===== src/rtl/ccr_pkg.sv =====
package ccr_pkg;

    // Fixed-point format of positions, masses and accelerations.
    localparam int FRAC_BITS       = 16;
    localparam int EQUAL_TOLERANCE = 1;

    // Field widths.
    localparam int W      = 32;
    localparam int MASS_W = 31;

    // Unit vectors and mass shares are Q30 fractions no larger than one.
    localparam int U_FRAC = 30;
    localparam int Q_W    = U_FRAC + 1;

    // Squared separation and its floor square root.
    localparam int D2_W   = 2 * W + 1;
    localparam int DIST_W = (D2_W + 1) / 2;
    localparam int REM_W  = DIST_W + 2;

    // Divider operands: numerator is a magnitude shifted up by U_FRAC.
    localparam int NUM_W = W + U_FRAC;
    localparam int DEN_W = DIST_W;

    // Momentum magnitude (mass times acceleration, rescaled) and its halves.
    localparam int PROD_W = MASS_W + W - 1;
    localparam int PX_W   = PROD_W - FRAC_BITS;
    localparam int PXL_W  = PX_W / 2;
    localparam int PXH_W  = PX_W - PXL_W;

    // Magnitude of a dot product and its halves.
    localparam int DOT_W = PX_W + 1;
    localparam int DL_W  = DOT_W / 2;
    localparam int DH_W  = DOT_W - DL_W;

    // Squared cable length plus tolerance.
    localparam int                LIMIT_W = 2 * W;
    localparam logic [LIMIT_W-1:0] TOL_Q  = LIMIT_W'(EQUAL_TOLERANCE) << FRAC_BITS;

    // Configuration register indexes.
    typedef enum logic [0:0] {
        REG_CABLE_LENGTH  = 1'b0,
        REG_ENDS_ATTACHED = 1'b1
    } reg_idx_t;

endpackage


===== src/rtl/ccr_sqrt.sv =====
module ccr_sqrt
    import ccr_pkg::*;
(
    input  logic              clk,
    input  logic              en,
    input  logic [D2_W-1:0]   rad,
    output logic [DIST_W-1:0] root
);

    // One result bit per stage, two radicand bits brought down each step.
    logic [REM_W-1:0]    rem_reg  [DIST_W];
    logic [DIST_W-1:0]   root_reg [DIST_W];
    logic [2*DIST_W-1:0] rad_reg  [DIST_W];

    for (genvar k = 0; k < DIST_W; k++)
    begin : g_stage
        logic [REM_W-1:0]    rem_prev;
        logic [DIST_W-1:0]   root_prev;
        logic [2*DIST_W-1:0] rad_prev;
        logic [REM_W-1:0]    rem_sh;
        logic [REM_W-1:0]    trial;
        logic                take;

        if (k == 0)
        begin : g_first
            assign rem_prev  = '0;
            assign root_prev = '0;
            assign rad_prev  = (2*DIST_W)'(rad);
        end
        else
        begin : g_next
            assign rem_prev  = rem_reg[k-1];
            assign root_prev = root_reg[k-1];
            assign rad_prev  = rad_reg[k-1];
        end

        // Trial subtraction of (4 * root + 1) from the shifted remainder.
        assign rem_sh = {rem_prev[REM_W-3:0], rad_prev[2*DIST_W-1 -: 2]};
        assign trial  = {root_prev, 2'b01};
        assign take   = rem_sh >= trial;

        always_ff @(posedge clk)
        begin
            if (en)
            begin
                rem_reg[k]  <= take ? (rem_sh - trial) : rem_sh;
                root_reg[k] <= {root_prev[DIST_W-2:0], take};
                rad_reg[k]  <= {rad_prev[2*DIST_W-3:0], 2'b00};
            end
        end
    end

    assign root = root_reg[DIST_W-1];

endmodule


===== config.mk =====
export PLATFORM = sky130hd
export DESIGN_NAME = ccr_sqrt
export DESIGN_NICKNAME = d
export VERILOG_FILES = /design/src/rtl/ccr_pkg.sv /design/src/rtl/ccr_sqrt.sv
export SDC_FILE = /design/constraint.sdc
export NUM_CORES = 2
export LEC_CHECK = 0
export BUFFER_PORTS_ARGS = -buffer_cell sky130_fd_sc_hd__clkbuf_2
export CAP_MARGIN = 20
export CORE_ASPECT_RATIO = 0.6
export CORE_MARGIN = 3
export CORE_UTILIZATION = 50
export CTS_CLUSTER_DIAMETER = 60
export DETAILED_ROUTE_END_ITERATION = 7
export PLACE_DENSITY = 0.77
export SLEW_MARGIN = 25
export SYNTH_ARGS = -nofsm -noshare
export SYNTH_HDL_FRONTEND = slang
export SYNTH_MEMORY_MAX_BITS = 65536
export SYNTH_SLANG_ARGS = --single-unit

===== constraint.sdc =====
create_clock -name clk -period 9.6 [get_ports clk]
set_input_delay 1.92 -clock clk [delete_from_list [all_inputs] [get_ports clk]]
set_output_delay 1.92 -clock clk [all_outputs]
set_load 0.05 [all_outputs]

Word-level counts from Yosys, hierarchy flattened
Memories as Yosys holds them, arrays and structs flattened.
Index checks and enable logic that the tools add are counted.
{"block": "op_classes", "mux": 35, "n_lt_le_gt_ge": 33, "n_addsub": 33}
{"operator": "$mux W35", "count": 33}
{"operator": "$ge A35 B35 Y1", "count": 32}
{"operator": "$sub A35 B35 Y35", "count": 32}
{"operator": "$mux W1", "count": 2}
{"operator": "$sub A1 B1 Y2 const B", "count": 1}
{"operator": "$ge A1 B1 Y1 const B", "count": 1}
{"block": "word_totals", "ramBits": 4356, "out_inout_bits": 33, "inputBits": 67, "memories": 3, "register_bits": 0, "wordCells": 104}
{"name": "rad_reg", "depth": 33, "word_bits": 64, "read_ports": 32, "rd_clocked_by_memory_dff": 0, "wr": 33, "line": "ccr_sqrt.sv:13", "rtl": "logic [2*DIST_W-1:0] rad_reg [DIST_W];"}
{"name": "rem_reg", "depth": 33, "word_bits": 35, "read_ports": 32, "rd_clocked_by_memory_dff": 0, "wr": 33, "line": "ccr_sqrt.sv:11", "rtl": "logic [REM_W-1:0] rem_reg [DIST_W];"}
{"name": "root_reg", "depth": 33, "word_bits": 33, "read_ports": 33, "rd_clocked_by_memory_dff": 0, "wr": 33, "line": "ccr_sqrt.sv:12", "rtl": "logic [DIST_W-1:0] root_reg [DIST_W];"}

Logic depth before layout (Yosys ltp)
An unclocked memory read counts as a cell.
{"block": "depth", "depth_word": 3, "ltp_mapped": 15}

Least setup slack after synthesis
OpenSTA, ideal clock, no wires.
{"block": "synth_path", "path_kind": "register -> register", "start": "memory rem_reg[0][265] (netlist name)", "end": "memory rem_reg[0][285] (netlist name) (data pin)", "setup_slack_ps": 6068, "required_ps": 9338, "arrival_time_ps": 3270, "path_stages_with_launch": 9, "setup_time_ps": 262, "path_cell_list": "edfxtp_1 > or4_1 > or4_4 > or3_1 > or3_1 > a311o_1 > nor4_4 > inv_2 > mux2_1"}
{"item": "from (decl)", "line": "ccr_sqrt.sv:11"}

==> flow_summary.ini <==
[run_status]
outcome = finished with violations
violations = design-rule violations

[critical_path]
worst_ep_arrival_time_ns = 5.51
cp_max_fo = 25
startpoint_type = register
setup.worst_path.class = register to register
endpoint_kind = register
required_ns = 10.20

[finish]
largest_register_ffs = 1056
area_growth_pct = 10.4
antennaDiodeCount = 0
finish.utilization = 0.556
final_area_mm2 = 0.135
drive_gt1_frac = 0.0704
nets = 10400

[synth]
synth-async-reset-ratio = 0
yosysMostFrequentCell = edfxtp_1
syn_area_mm2 = 0.122
synth_area_per_cell_um2 = 12.8
synth.ff_latch_count = 2619
synth_top_cell_by_area = edfxtp_1
synth_warnings = 0
synth_area_leaders = edfxtp_1 (64%), ha_1 (6.1%), xnor2_1 (2.9%)
synth_common_cells = edfxtp_1 (2619), inv_1 (748), a21oi_1 (692)
synth.net_count = 10200
ys_types = 90
synth_edf_count = 2619
syn_inst = 9551
synth_ff_type = edfxtp_1
synth_top_area_frac = 0.642
ys_seq_area_frac = 0.642

[sta]
finalHoldViolCount = 0
setup_viol = 0
drv_slew = 0
min_period_ns = 4.91
tightest_slew_ns = 1.08
max_freq_mhz = 204
fin_setup_tns_ns = 0
finalCritPeriodShare = 0.512
fin_skew_ns = 0.0600
rsz0062_at_grt = no
slew_headroom = 0.281

[grt]
antenna_found_initial = 5
grt_pass1_wl_um = 412000
grt_start_max_net_pins = 170
grt_usage = 0.205
grt_pass1_vias = 72500
grt_remaining_overflow = 0

[die]
io_pins = 100
die-area_mm2 = 0.251
fp.dieW_um = 645
core-area_mm2 = 0.243
initial_utilization = 0.504
num_rows = 140
die_y_um = 389

[min_path]
hp-class = register to register

[clocking]
clk_latency_ns = 0.91
cts-root-buf = clkbuf_16
post_cts_buffers = 0
cts_buffers = 244
cts-htree-levels = 4
clockBufferDepth = 4
hold_buffers = 0
tritoncts = done
ctsResizeCount = 0
cts.sinks = 2619
clk_pin_slew_ns = 0.06

[drt]
via_per_inst = 5.74
wl_per_cell_um = 19.9
dr.pass1.iters = 8
drt_iter0_markers = 8327
dr_total_vias = 75900
ant_nets = 0
route.detailed.drc = 2
wl_um = 263000

[placement]
hpwl_um = 187000
gp_congestion = 0.977
placed_cell_area_mm2 = 0.127
numPortBuffers = 99

[power_and_ir_drop]
power_w = 0.0332
peakVddDrop_uv = 154
p_per_area_mw_per_mm2 = 246
leakage_nw = 51.5

[run]
drv_cap = 0
layout make-up:
type	count	area, um^2
fillers	19600	108000
multi-input cells	5976	40300
clock inverters	148	1880
clock buffers	291	6350
well taps	3266	4090
repair buffers	154	1100
inverters	754	2830
flip-flops and latches	2619	78600
per-stage QoR:
stage / setup slack [ns] / instances / hold slack [ns]
after floorplan: 6.07 / 9551 / 0.400
after detailed placement: 4.87 / 12800 / 0.405
after global routing: 4.43 / 13200 / 0.381
after global placement: 4.82 / 12800 / 0.400
final: 4.69 / 13200 / 0.382
after CTS: 4.80 / 13200 / 0.381
layer usage:
metal / vias to the layer above / share of wire / track usage
li1: 35800 / - / -
met1: 37000 / 0.49 / 0.329
met2: 2663 / 0.41 / 0.286
met3: 367 / 0.082 / 0.0433
met4: 0 / 0.018 / 0.0424
met5: - / 0 / 0
worst paths after layout:
check	depth (start not counted)	slack (ns)	start	end
worst max-delay path	13	4.69	root_reg[0][564]$_DFFE_PP_	rem_reg[0][647]$_DFFE_PP_
worst max register to register	13	4.69	root_reg[0][564]$_DFFE_PP_	rem_reg[0][647]$_DFFE_PP_
worst min register to register	0	0.38	rad_reg[0][550]$_DFFE_PP_	rad_reg[0][616]$_DFFE_PP_
worst min-delay path	0	0.38	rad_reg[0][550]$_DFFE_PP_	rad_reg[0][616]$_DFFE_PP_
logic make-up (layout without fill, tap and decap cells):
family          Yosys count  in the layout  share of synthesized area
flops                  2619           2619                      0.642
mux                     100            100                    0.00911
simple gates           2465           2465                     0.0988
compound gates         2004           2004                      0.102
other cells               1              1                  0.0000306
buf+inv                 956           1347                     0.0294
fa+ha+maj               594            594                     0.0607
xor+xnor                812            812                     0.0581
report_power, final:
part	total (W)	internal (W)	switching (W)
combinational	0.00758	0.00311	0.00447
clock	0.0101	0.00579	0.00429
sequential	0.0155	0.0145	0.000995
total	0.0332	0.0234	0.00975
layout by cell type (no fill, tap or decap), types with 245 or more instances in the layout:
master and n:
ha_1 594, a21oi_1 689, nand2_1 590, nor2_1 684, edfxtp_1 2619, xor2_1 403, xnor2_1 409, o21ai_0 436
clkbuf_16 247, a21o_1 245, inv_1 747
critical path, stage by stage (launching register included):
cell and delay, ns:
edfxtp_1 0.40, inv_1 0.09, ha_1 0.27, a21o_1 0.18, a21o_1 0.21, o21a_1 0.21
o41ai_1 0.58, o31ai_1 0.20, buf_4 0.20, a31oi_1 0.37, o31a_1 0.34, buf_4 0.31
clkinv_1 0.71, mux2_2 0.53
Note: power is estimated with default switching activity, not from simulation.
